<file path="src/rtl/fastq_fasta_record_parser_core_macros.svh">
// ----------------------------------------------------------------------------
// Assertion macros for the FASTQ/FASTA record parser
// Each macro checks one property on clk with reset as the disable condition.
// ----------------------------------------------------------------------------
`ifndef FASTQ_FASTA_RECORD_PARSER_CORE_MACROS_SVH
`define FASTQ_FASTA_RECORD_PARSER_CORE_MACROS_SVH

// Same-cycle implication
`define FQFA_ASSERT_IMPLY(label, ante, cons) \
    label: assert property (@(posedge clk) disable iff (!rst_n) (ante) |-> (cons)) \
        else $error("fqfa: same-cycle check failed");

// Next-cycle implication
`define FQFA_ASSERT_NEXT(label, ante, cons) \
    label: assert property (@(posedge clk) disable iff (!rst_n) (ante) |=> (cons)) \
        else $error("fqfa: next-cycle check failed");

`endif

</file>
<file path="src/rtl/fqfa_pkg.sv">
// ----------------------------------------------------------------------------
// fqfa_pkg
// Shared types, constants and helpers of the FASTQ/FASTA record parser.
// ----------------------------------------------------------------------------
package fqfa_pkg;

    // Field widths
    localparam int SEQ_W = 16;
    localparam int REC_W = 32;
    localparam int OFF_W = 48;

    // Saturation limits
    localparam logic [SEQ_W-1:0] MAX_SEQ_LEN = 16'hFFFF;
    localparam logic [REC_W-1:0] REC_MAX     = '1;
    localparam logic [OFF_W-1:0] OFF_MAX     = '1;

    // Characters of interest
    localparam logic [7:0] CH_AT   = 8'h40;
    localparam logic [7:0] CH_PLUS = 8'h2B;
    localparam logic [7:0] CH_GT   = 8'h3E;
    localparam logic [7:0] CH_CR   = 8'h0D;
    localparam logic [7:0] CH_LF   = 8'h0A;
    localparam logic [7:0] CH_SP   = 8'h20;
    localparam logic [7:0] CH_TAB  = 8'h09;

    // Quality class thresholds
    localparam logic [7:0] QUAL_SANGER_LIM = 8'd59;
    localparam logic [7:0] QUAL_SOLEXA_LIM = 8'd74;

    // Result queue
    localparam int QDEPTH = 4;
    localparam int QPTR_W = $clog2(QDEPTH);
    localparam int QLVL_W = $clog2(QDEPTH + 1);

    typedef enum logic [2:0] {
        PH_TAG   = 3'd0,
        PH_ID    = 3'd1,
        PH_SEQ   = 3'd2,
        PH_COM   = 3'd3,
        PH_QUAL  = 3'd4,
        PH_FBODY = 3'd5
    } phase_t;

    typedef enum logic [1:0] {
        ST_OK  = 2'd0,
        ST_EOF = 2'd1,
        ST_BAD = 2'd2
    } status_t;

    typedef enum logic [2:0] {
        ERR_NONE    = 3'd0,
        ERR_LEN     = 3'd1,
        ERR_TAG     = 3'd2,
        ERR_COMMENT = 3'd3,
        ERR_EMPTY   = 3'd4
    } err_t;

    typedef enum logic [1:0] {
        QC_UNKNOWN = 2'd0,
        QC_SANGER  = 2'd1,
        QC_SOLEXA  = 2'd2
    } qclass_t;

    typedef struct packed {
        status_t           status;
        err_t              error_kind;
        logic              is_fasta;
        logic [SEQ_W-1:0]  seq_length;
        logic [REC_W-1:0]  record_number;
        logic [OFF_W-1:0]  byte_offset;
        qclass_t           quality_class;
        logic              last_result;
    } result_t;

    // Up to two results per accepted beat
    typedef struct packed {
        logic [1:0] cnt;
        result_t    r0;
        result_t    r1;
    } push_t;

    function automatic logic [SEQ_W-1:0] sat_inc(input logic [SEQ_W-1:0] c);
        sat_inc = (c != MAX_SEQ_LEN) ? c + 1'b1 : c;
    endfunction

    function automatic logic [SEQ_W-1:0] strip_cr(input logic [SEQ_W-1:0] c,
                                                  input logic cr);
        strip_cr = (cr && (c != '0) && (c != MAX_SEQ_LEN)) ? c - 1'b1 : c;
    endfunction

    function automatic logic is_space(input logic [7:0] b);
        is_space = (b == CH_SP) || ((b >= CH_TAB) && (b <= CH_CR));
    endfunction

endpackage

</file>
<file path="src/rtl/fastq_fasta_record_parser_core.sv">
// A result is registered in the result queue by the beat that closes its record.
// Throughput: one byte per cycle while in_ready is high; the parse state updates
// in the accepting cycle. A byte that yields two results sends them out in turn;
// the four-entry result queue absorbs this, and input ready drops once it holds
// three or more. Reset (rst_n, async, active low) restarts parsing at a record tag,
// clears all counts and empties the result queue.
// ----------------------------------------------------------------------------
// fastq_fasta_record_parser_core
// Byte-serial FASTQ/FASTA record parser with per-record status results.
// ----------------------------------------------------------------------------
`include "fastq_fasta_record_parser_core_macros.svh"

module fastq_fasta_record_parser_core (
    input  logic         clk,
    input  logic         rst_n,
    input  logic         in_valid,
    output logic         in_ready,
    input  logic [7:0]   data_byte,
    input  logic         end_of_file,
    output logic         out_valid,
    input  logic         out_ready,
    output logic [1:0]   status,
    output logic [2:0]   error_kind,
    output logic         is_fasta,
    output logic [15:0]  seq_length,
    output logic [31:0]  record_number,
    output logic [47:0]  byte_offset,
    output logic [1:0]   quality_class,
    output logic         last_result
);

    logic                               fire;
    logic                               pop;
    fqfa_pkg::push_t                    push;
    fqfa_pkg::result_t                  head;
    logic [fqfa_pkg::QLVL_W-1:0]        level;

    // Accept while two slots are free
    assign in_ready = (level <= fqfa_pkg::QLVL_W'(fqfa_pkg::QDEPTH - 2));
    assign fire     = in_valid && in_ready;
    assign pop      = out_valid && out_ready;

    fqfa_parser u_parser (
        .clk         (clk),
        .rst_n       (rst_n),
        .fire        (fire),
        .data_byte   (data_byte),
        .end_of_file (end_of_file),
        .push        (push)
    );

    fqfa_result_queue u_queue (
        .clk        (clk),
        .rst_n      (rst_n),
        .push       (push),
        .pop        (pop),
        .head       (head),
        .head_valid (out_valid),
        .level      (level)
    );

    // Drive result fields from the queue head
    assign status        = head.status;
    assign error_kind    = head.error_kind;
    assign is_fasta      = head.is_fasta;
    assign seq_length    = head.seq_length;
    assign record_number = head.record_number;
    assign byte_offset   = head.byte_offset;
    assign quality_class = head.quality_class;
    assign last_result   = head.last_result;

    `FQFA_ASSERT_IMPLY(a_level_bound, 1'b1, level <= fqfa_pkg::QLVL_W'(fqfa_pkg::QDEPTH))
    `FQFA_ASSERT_NEXT(a_eof_gives_result, fire && end_of_file, out_valid)
    `FQFA_ASSERT_IMPLY(a_eof_is_last, out_valid && (status == fqfa_pkg::ST_EOF), last_result)
    `FQFA_ASSERT_IMPLY(a_no_overfill, push.cnt == 2'd2, level <= fqfa_pkg::QLVL_W'(fqfa_pkg::QDEPTH - 2))

endmodule

</file>
<file path="src/rtl/fqfa_parser.sv">
// ----------------------------------------------------------------------------
// fqfa_parser
// Record state machine: updates the parse state on each accepted beat and
// builds the zero, one or two results that the beat produces.
// ----------------------------------------------------------------------------
module fqfa_parser (
    input  logic                clk,
    input  logic                rst_n,
    input  logic                fire,
    input  logic [7:0]          data_byte,
    input  logic                end_of_file,
    output fqfa_pkg::push_t     push
);

    fqfa_pkg::phase_t                   phase_reg, phase_next;
    logic [7:0]                         tag_reg, tag_next;
    logic [fqfa_pkg::SEQ_W-1:0]         seq_cnt_reg, seq_cnt_next;
    logic [fqfa_pkg::SEQ_W-1:0]         qual_cnt_reg, qual_cnt_next;
    logic                               line_start_reg, line_start_next;
    logic                               comment_ok_reg, comment_ok_next;
    logic                               last_cr_reg, last_cr_next;
    fqfa_pkg::qclass_t                  qclass_reg, qclass_next;
    logic [fqfa_pkg::REC_W-1:0]         rec_cnt_reg, rec_cnt_next;
    logic [fqfa_pkg::OFF_W-1:0]         byte_cnt_reg, byte_cnt_next;

    logic                               is_lf;
    logic                               is_cr;
    logic                               is_gt;
    logic [fqfa_pkg::SEQ_W-1:0]         qual_fin;
    logic [fqfa_pkg::REC_W-1:0]         rec_inc;
    logic [fqfa_pkg::OFF_W-1:0]         byte_inc;
    fqfa_pkg::err_t                     fq_err;
    fqfa_pkg::result_t                  fq_res;
    fqfa_pkg::result_t                  fa_res;
    fqfa_pkg::result_t                  tr_res;
    fqfa_pkg::result_t                  eof_res;
    logic                               eof_has_rec;

    // Decode the byte and the saturating counters
    assign is_lf    = (data_byte == fqfa_pkg::CH_LF);
    assign is_cr    = (data_byte == fqfa_pkg::CH_CR);
    assign is_gt    = (data_byte == fqfa_pkg::CH_GT);
    assign qual_fin = fqfa_pkg::strip_cr(qual_cnt_reg, last_cr_reg);
    assign rec_inc  = (rec_cnt_reg != fqfa_pkg::REC_MAX) ? rec_cnt_reg + 1'b1 : rec_cnt_reg;
    assign byte_inc = (byte_cnt_reg != fqfa_pkg::OFF_MAX) ? byte_cnt_reg + 1'b1
                                                          : byte_cnt_reg;
    assign eof_has_rec = (phase_reg != fqfa_pkg::PH_TAG);

    // Rank FASTQ errors: length, then tag, then comment
    always_comb
    begin
        if (seq_cnt_reg != qual_fin)
            fq_err = fqfa_pkg::ERR_LEN;
        else if (tag_reg != fqfa_pkg::CH_AT)
            fq_err = fqfa_pkg::ERR_TAG;
        else if (!comment_ok_reg)
            fq_err = fqfa_pkg::ERR_COMMENT;
        else
            fq_err = fqfa_pkg::ERR_NONE;
    end

    // Build the record results; number and offset filled in per case
    always_comb
    begin
        fq_res               = '0;
        fq_res.status        = (fq_err != fqfa_pkg::ERR_NONE) ? fqfa_pkg::ST_BAD
                                                              : fqfa_pkg::ST_OK;
        fq_res.error_kind    = fq_err;
        fq_res.is_fasta      = 1'b0;
        fq_res.seq_length    = seq_cnt_reg;
        fq_res.quality_class = (fq_err != fqfa_pkg::ERR_NONE) ? fqfa_pkg::QC_UNKNOWN
                                                              : qclass_reg;

        fa_res               = '0;
        fa_res.is_fasta      = 1'b1;
        fa_res.quality_class = fqfa_pkg::QC_UNKNOWN;
        if (seq_cnt_reg == '0)
        begin
            fa_res.status     = fqfa_pkg::ST_BAD;
            fa_res.error_kind = fqfa_pkg::ERR_EMPTY;
            fa_res.seq_length = '0;
        end
        else
        begin
            fa_res.status     = fqfa_pkg::ST_OK;
            fa_res.error_kind = fqfa_pkg::ERR_NONE;
            fa_res.seq_length = seq_cnt_reg;
        end

        tr_res               = '0;
        tr_res.status        = fqfa_pkg::ST_BAD;
        tr_res.error_kind    = fqfa_pkg::ERR_EMPTY;
        tr_res.is_fasta      = (tag_reg == fqfa_pkg::CH_GT);
        tr_res.quality_class = fqfa_pkg::QC_UNKNOWN;

        eof_res               = '0;
        eof_res.status        = fqfa_pkg::ST_EOF;
        eof_res.error_kind    = fqfa_pkg::ERR_NONE;
        eof_res.quality_class = fqfa_pkg::QC_UNKNOWN;
        eof_res.record_number = eof_has_rec ? rec_inc : rec_cnt_reg;
        eof_res.byte_offset   = byte_cnt_reg;
        eof_res.last_result   = 1'b1;
    end

    // Outputs: pick the results this beat produces
    always_comb
    begin
        push     = '0;
        push.r0  = eof_res;
        push.r1  = eof_res;
        if (fire && end_of_file)
        begin
            if (eof_has_rec)
            begin
                push.cnt = 2'd2;
                if (phase_reg == fqfa_pkg::PH_FBODY)
                    push.r0 = fa_res;
                else if ((phase_reg == fqfa_pkg::PH_QUAL) && !line_start_reg)
                    push.r0 = fq_res;
                else
                    push.r0 = tr_res;
                push.r0.record_number = rec_inc;
                push.r0.byte_offset   = byte_cnt_reg;
                push.r0.last_result   = 1'b0;
            end
            else
            begin
                push.cnt = 2'd1;
            end
        end
        else if (fire && (phase_reg == fqfa_pkg::PH_FBODY) && is_gt)
        begin
            // The '>' closes the record and is not part of its offset
            push.cnt              = 2'd1;
            push.r0               = fa_res;
            push.r0.record_number = rec_inc;
            push.r0.byte_offset   = byte_cnt_reg;
            push.r0.last_result   = 1'b1;
        end
        else if (fire && (phase_reg == fqfa_pkg::PH_QUAL) && is_lf)
        begin
            push.cnt              = 2'd1;
            push.r0               = fq_res;
            push.r0.record_number = rec_inc;
            push.r0.byte_offset   = byte_inc;
            push.r0.last_result   = 1'b1;
        end
    end

    // Next state
    always_comb
    begin
        phase_next      = phase_reg;
        tag_next        = tag_reg;
        seq_cnt_next    = seq_cnt_reg;
        qual_cnt_next   = qual_cnt_reg;
        line_start_next = line_start_reg;
        comment_ok_next = comment_ok_reg;
        last_cr_next    = last_cr_reg;
        qclass_next     = qclass_reg;
        rec_cnt_next    = rec_cnt_reg;
        byte_cnt_next   = byte_cnt_reg;

        if (fire && end_of_file)
        begin
            // Close any open record and restart, keeping the counts
            if (eof_has_rec)
                rec_cnt_next = rec_inc;
            phase_next      = fqfa_pkg::PH_TAG;
            line_start_next = 1'b1;
            last_cr_next    = 1'b0;
        end
        else if (fire)
        begin
            byte_cnt_next = byte_inc;
            unique case (phase_reg)
                fqfa_pkg::PH_TAG, fqfa_pkg::PH_FBODY:
                begin
                    if ((phase_reg == fqfa_pkg::PH_TAG) || is_gt)
                    begin
                        if (phase_reg == fqfa_pkg::PH_FBODY)
                            rec_cnt_next = rec_inc;
                        tag_next        = data_byte;
                        seq_cnt_next    = '0;
                        qual_cnt_next   = '0;
                        comment_ok_next = 1'b0;
                        last_cr_next    = 1'b0;
                        qclass_next     = fqfa_pkg::QC_UNKNOWN;
                        line_start_next = 1'b1;
                        phase_next      = fqfa_pkg::PH_ID;
                    end
                    else if (!fqfa_pkg::is_space(data_byte))
                    begin
                        seq_cnt_next = fqfa_pkg::sat_inc(seq_cnt_reg);
                    end
                end
                fqfa_pkg::PH_ID:
                begin
                    if (is_lf)
                        phase_next = (tag_reg == fqfa_pkg::CH_GT) ? fqfa_pkg::PH_FBODY
                                                                  : fqfa_pkg::PH_SEQ;
                end
                fqfa_pkg::PH_SEQ:
                begin
                    if (is_lf)
                    begin
                        seq_cnt_next    = fqfa_pkg::strip_cr(seq_cnt_reg, last_cr_reg);
                        last_cr_next    = 1'b0;
                        line_start_next = 1'b1;
                        phase_next      = fqfa_pkg::PH_COM;
                    end
                    else
                    begin
                        seq_cnt_next = fqfa_pkg::sat_inc(seq_cnt_reg);
                        last_cr_next = is_cr;
                    end
                end
                fqfa_pkg::PH_COM:
                begin
                    if (line_start_reg)
                    begin
                        comment_ok_next = (data_byte == fqfa_pkg::CH_PLUS);
                        line_start_next = 1'b0;
                    end
                    if (is_lf)
                    begin
                        line_start_next = 1'b1;
                        last_cr_next    = 1'b0;
                        phase_next      = fqfa_pkg::PH_QUAL;
                    end
                end
                fqfa_pkg::PH_QUAL:
                begin
                    if (is_lf)
                    begin
                        line_start_next = 1'b1;
                        last_cr_next    = 1'b0;
                        qual_cnt_next   = qual_fin;
                        rec_cnt_next    = rec_inc;
                        phase_next      = fqfa_pkg::PH_TAG;
                    end
                    else
                    begin
                        line_start_next = 1'b0;
                        qual_cnt_next   = fqfa_pkg::sat_inc(qual_cnt_reg);
                        last_cr_next    = is_cr;
                        // First decisive non-CR byte sets the class
                        if ((qclass_reg == fqfa_pkg::QC_UNKNOWN) && !is_cr)
                        begin
                            if (data_byte < fqfa_pkg::QUAL_SANGER_LIM)
                                qclass_next = fqfa_pkg::QC_SANGER;
                            else if (data_byte > fqfa_pkg::QUAL_SOLEXA_LIM)
                                qclass_next = fqfa_pkg::QC_SOLEXA;
                        end
                    end
                end
                default:
                begin
                    phase_next = fqfa_pkg::PH_TAG;
                end
            endcase
        end
    end

    // Hold the parse state
    always_ff @(posedge clk or negedge rst_n)
    begin
        if (!rst_n)
        begin
            phase_reg      <= fqfa_pkg::PH_TAG;
            tag_reg        <= '0;
            seq_cnt_reg    <= '0;
            qual_cnt_reg   <= '0;
            line_start_reg <= 1'b1;
            comment_ok_reg <= 1'b0;
            last_cr_reg    <= 1'b0;
            qclass_reg     <= fqfa_pkg::QC_UNKNOWN;
            rec_cnt_reg    <= '0;
            byte_cnt_reg   <= '0;
        end
        else
        begin
            phase_reg      <= phase_next;
            tag_reg        <= tag_next;
            seq_cnt_reg    <= seq_cnt_next;
            qual_cnt_reg   <= qual_cnt_next;
            line_start_reg <= line_start_next;
            comment_ok_reg <= comment_ok_next;
            last_cr_reg    <= last_cr_next;
            qclass_reg     <= qclass_next;
            rec_cnt_reg    <= rec_cnt_next;
            byte_cnt_reg   <= byte_cnt_next;
        end
    end

endmodule

</file>
<file path="src/rtl/fqfa_result_queue.sv">
// ----------------------------------------------------------------------------
// fqfa_result_queue
// Small result FIFO: takes up to two results per cycle, hands out one.
// ----------------------------------------------------------------------------
module fqfa_result_queue (
    input  logic                         clk,
    input  logic                         rst_n,
    input  fqfa_pkg::push_t              push,
    input  logic                         pop,
    output fqfa_pkg::result_t            head,
    output logic                         head_valid,
    output logic [fqfa_pkg::QLVL_W-1:0]  level
);

    fqfa_pkg::result_t                  mem [fqfa_pkg::QDEPTH];
    logic [fqfa_pkg::QPTR_W-1:0]        wr_ptr_reg, wr_ptr_next;
    logic [fqfa_pkg::QPTR_W-1:0]        rd_ptr_reg, rd_ptr_next;
    logic [fqfa_pkg::QLVL_W-1:0]        level_reg, level_next;
    logic [fqfa_pkg::QPTR_W-1:0]        wr_ptr_p1;

    assign wr_ptr_p1  = wr_ptr_reg + 1'b1;
    assign head       = mem[rd_ptr_reg];
    assign head_valid = (level_reg != '0);
    assign level      = level_reg;

    // Advance pointers and fill level
    always_comb
    begin
        wr_ptr_next = wr_ptr_reg + fqfa_pkg::QPTR_W'(push.cnt);
        rd_ptr_next = rd_ptr_reg + fqfa_pkg::QPTR_W'(pop);
        level_next  = level_reg + fqfa_pkg::QLVL_W'(push.cnt) - fqfa_pkg::QLVL_W'(pop);
    end

    // Write results in order
    always_ff @(posedge clk)
    begin
        if (push.cnt != 2'd0)
            mem[wr_ptr_reg] <= push.r0;
        if (push.cnt == 2'd2)
            mem[wr_ptr_p1] <= push.r1;
    end

    always_ff @(posedge clk or negedge rst_n)
    begin
        if (!rst_n)
        begin
            wr_ptr_reg <= '0;
            rd_ptr_reg <= '0;
            level_reg  <= '0;
        end
        else
        begin
            wr_ptr_reg <= wr_ptr_next;
            rd_ptr_reg <= rd_ptr_next;
            level_reg  <= level_next;
        end
    end

endmodule

</file>
<file path="config.mk">
export PLATFORM = sky130hd
export DESIGN_NAME = fastq_fasta_record_parser_core
export DESIGN_NICKNAME = d
export VERILOG_FILES = /design/src/rtl/fqfa_pkg.sv /design/src/rtl/fastq_fasta_record_parser_core.sv /design/src/rtl/fqfa_parser.sv /design/src/rtl/fqfa_result_queue.sv
export VERILOG_INCLUDE_DIRS = /design/src /design/src/rtl
export SDC_FILE = /design/constraint.sdc
export NUM_CORES = 1
export LEC_CHECK = 0
export BUFFER_PORTS_ARGS = -buffer_cell sky130_fd_sc_hd__buf_2
export CAP_MARGIN = 20
export CORE_MARGIN = 1.5
export CORE_UTILIZATION = 50
export DETAILED_ROUTE_END_ITERATION = 6
export GPL_ROUTABILITY_DRIVEN = 0
export PLACE_DENSITY = 0.78
export RECOVER_POWER = 50
export SETUP_SLACK_MARGIN = 0.4
export SLEW_MARGIN = 20
export SYNTH_ARGS = -nofsm -noshare
export SYNTH_HDL_FRONTEND = slang
export SYNTH_SLANG_ARGS = --single-unit
</file>
<file path="constraint.sdc">
create_clock -name clk -period 8.54 [get_ports clk]
set_input_delay 0 -clock clk [delete_from_list [all_inputs] [get_ports clk]]
set_output_delay 0 -clock clk [all_outputs]
set_load 0.05 [all_outputs]
</file>
==> results.json <==
{
  "outcome": "finished with violations",
  "violations": "capacitance limit, slew limit",
  "routed_wl_um": 83700,
  "viasPerCell": 6.54,
  "critPathCaptureType": "register",
  "cts_buffers": 57,
  "rsz0062_at_grt": "no",
  "clock_sinks": 555,
  "leakage_nw": 10.8,
  "grt_overflow_total": 0,
  "seq_area_mm2": 0.0150,
  "tns_ps": 0,
  "ys_top_cells_by_area": "edfxtp_1 (33%), dfrtp_1 (12%), mux4_2 (8.1%)",
  "synth_fp_nets": 2911,
  "cts_tree": "built",
  "setup_viol": 0,
  "dp_cells": 3560,
  "clockBufferDepth": 3,
  "netlist_area_mm2": 0.0291,
  "drv_cap": 10,
  "cts_root_buf": "clkbuf_16",
  "htree_levels": 2,
  "skew_ps": 22.5,
  "critPathKind": "register to register",
  "antenna_found_initial": 2,
  "ir_drop_mv": 0.244,
  "r2r_slack_ps": 1850,
  "crit_start": "u_parser.phase_reg[2]$_DFFE_PN0P_",
  "final_cell_count_no_fill": 3684,
  "multi_input_area_mm2": 0.0130,
  "synth-seq-cells": 555,
  "synth-edff-count": 320,
  "async_flop_share_pct": 24.3,
  "cts_setup_buffers": 0,
  "grt_max_degree": 99,
  "cp_data_arrival_time_ps": 6930,
  "required_ps": 8780,
  "nets": 2894,
  "num_rows": 88,
  "first_pass_iters": 7,
  "slew_violations": 399,
  "crit_fanout": 54,
  "finalCriticalPeriod_ps": 6690,
  "die_w_um": 244,
  "grt_pass1_wl_um": 130000,
  "startpoint_type": "register",
  "min_period_over_period_pct": 78.3,
  "syn-instance-count": 2886,
  "ys_types": 77,
  "n_fill_cell": 4742,
  "relSlewSlack_pct": -193,
  "power_density_mw_per_mm2": 289,
  "grt_use_total_pct": 27.7,
  "port_buffers": 119,
  "coreArea_mm2": 0.0576,
  "die_y_um": 244,
  "wl_per_cell_um": 22.7,
  "drt_iter0_markers": 3436,
  "synth_seq_area_share_pct": 51.6,
  "path_clk_slew_ps": 60,
  "hold_start": "data_byte[7]",
  "hold_violations": 0,
  "ant_nets": 0,
  "yosysMostFrequentCell": "nand2_1",
  "drc": 0,
  "boundaryPins": 120,
  "dieArea_mm2": 0.0596,
  "yosysTopAreaCell": "edfxtp_1",
  "worstHoldPathType": "input port to register",
  "worst_skew_pair.late_latency_ps": 640,
  "initial_core_util_pct": 50.5,
  "max_freq_ghz": 0.149,
  "drive_above_1_share_pct": 10.8,
  "synth-main-ff-cell": "edfxtp_1",
  "yosys_warnings": 0,
  "r2r_start": "u_parser.phase_reg[2]$_DFFE_PN0P_",
  "tightest_slew_ps": 4400,
  "netlist_top_cells_count": "nand2_1 (380), o21ai_0 (341), edfxtp_1 (320), nor2_1 (267), clkbuf_1 (192)",
  "grt_pass1_vias": 23400,
  "yosys.area.top_type_share_pct": 33.1,
  "syn_to_final_growth_pct": 9.93,
  "vias": 24100,
  "syn_area_per_cell_um2": 10.1,
  "largest_reg_flops": 420,
  "dpl.hpwl_um": 52800
}
-- layout by cell type (no fill, tap or decap), drive strengths merged, types with 5 or more instances in the layout --
cell	n
nor2b	9
nor2	267
ha	11
a22o	5
nand3	164
o21ai	346
or3	27
and3	42
nand4	50
nor3	57
nand2b	9
buf	68
o22ai	14
xor2	66
nor4	24
a21oi	115
or2	8
dfrtp	134
and2	20
edfxtp	320
and4	18
nand2	380
dfxtp	100
bufinv	7
xnor2	65
o211ai	6
mux4	105
a21o	5
dlygate4sd3	13
mux2	9
a31oi	69
a211oi	5
o31ai	77
o21a	9
or4	6
inv	37
a31o	6
clkinv	29
clkbuf	157
mux2i	5
-- cells by family after synthesis --
logic type,share of synthesized area (%)
simple gates,17.8
compound gates,13.7
xor+xnor,3.95
fa+ha+maj,0.542
buf+inv,3.76
mux,8.66
flops,51.6
-- critical path: stages, from the launching register on --
cell,delay (ps)
dfrtp_1,690
or3b_2,640
or3_1,470
a21oi_1,220
o21ai_0,400
nor3_4,240
clkbuf_1,1940
nor2_2,30
buf_4,350
clkinv_2,480
buf_4,780
-- cell type report --
cell class / count / area share (%)
flip-flops and latches: 555 / 46.9
multi-input cells: 2050 / 40.6
clock buffers: 71 / 4.95
well taps: 765 / 3.00
repair buffers: 167 / 2.84
clock inverters: 37 / 1.26
inverters: 38 / 0.462
diodes: 1 / 0.00783
-- metrics by stage --
stage / setup WS [ps] / utilization, % / power (mW) / hold slack [ps] / cell area (um2)
floorplan: 3840 / - / 5.78 / -296 / 29100
global placement: 3420 / 52.1 / 6.59 / 64.2 / 30000
detailed placement: 3290 / 52.1 / 6.67 / 74.6 / 30000
CTS: 3270 / 55.8 / 9.29 / 24.0 / 32100
global route: 1620 / 55.5 / 9.55 / 235 / 31900
finish: 1850 / 55.5 / 9.24 / 233 / 31900
-- per-layer routing --
metal	share of wire, %	global-route usage [%]
met2	47	45.2
met3	11	4.87
met4	4.3	12.3
met1	37	36.3
met5	0.012	0
-- repair_timing --
| item | in CTS | in global routing |
|---|---|---|
| endpoints found under the hold margin | 91 | 0 |
| gates resized for setup | 0 | 0 |
| hold buffers | 13 | 0 |
-- path summary, 6_finish.rpt --
| path | cells after the start | to |
|---|---|---|
| worst min-delay path | 3 | u_parser.tag_reg[7]$_DFFE_PN0P_ |
| worst max register to register | 10 | u_queue.mem[0][77]$_DFFE_PP_ |
| worst min register to register | 2 | u_queue.mem[2][97]$_SDFFE_PP0P_ |
| min in group asynchronous | 2 | u_parser.rec_cnt_reg[30]$_DFFE_PN0P_ |
| worst max-delay path | 10 | u_queue.mem[0][77]$_DFFE_PP_ |
| max in group asynchronous | 3 | u_queue.rd_ptr_reg[1]$_DFF_PN0_ |
-- power by group --
| group | internal, mW | switching (mW) | total (mW) |
|---|---|---|---|
| Combinational | 0.907 | 2.27 | 3.17 |
| Clock | 1.53 | 1.10 | 2.63 |
| Sequential | 3.16 | 0.278 | 3.44 |
No activity file was read; power rests on OpenSTA's default activity.
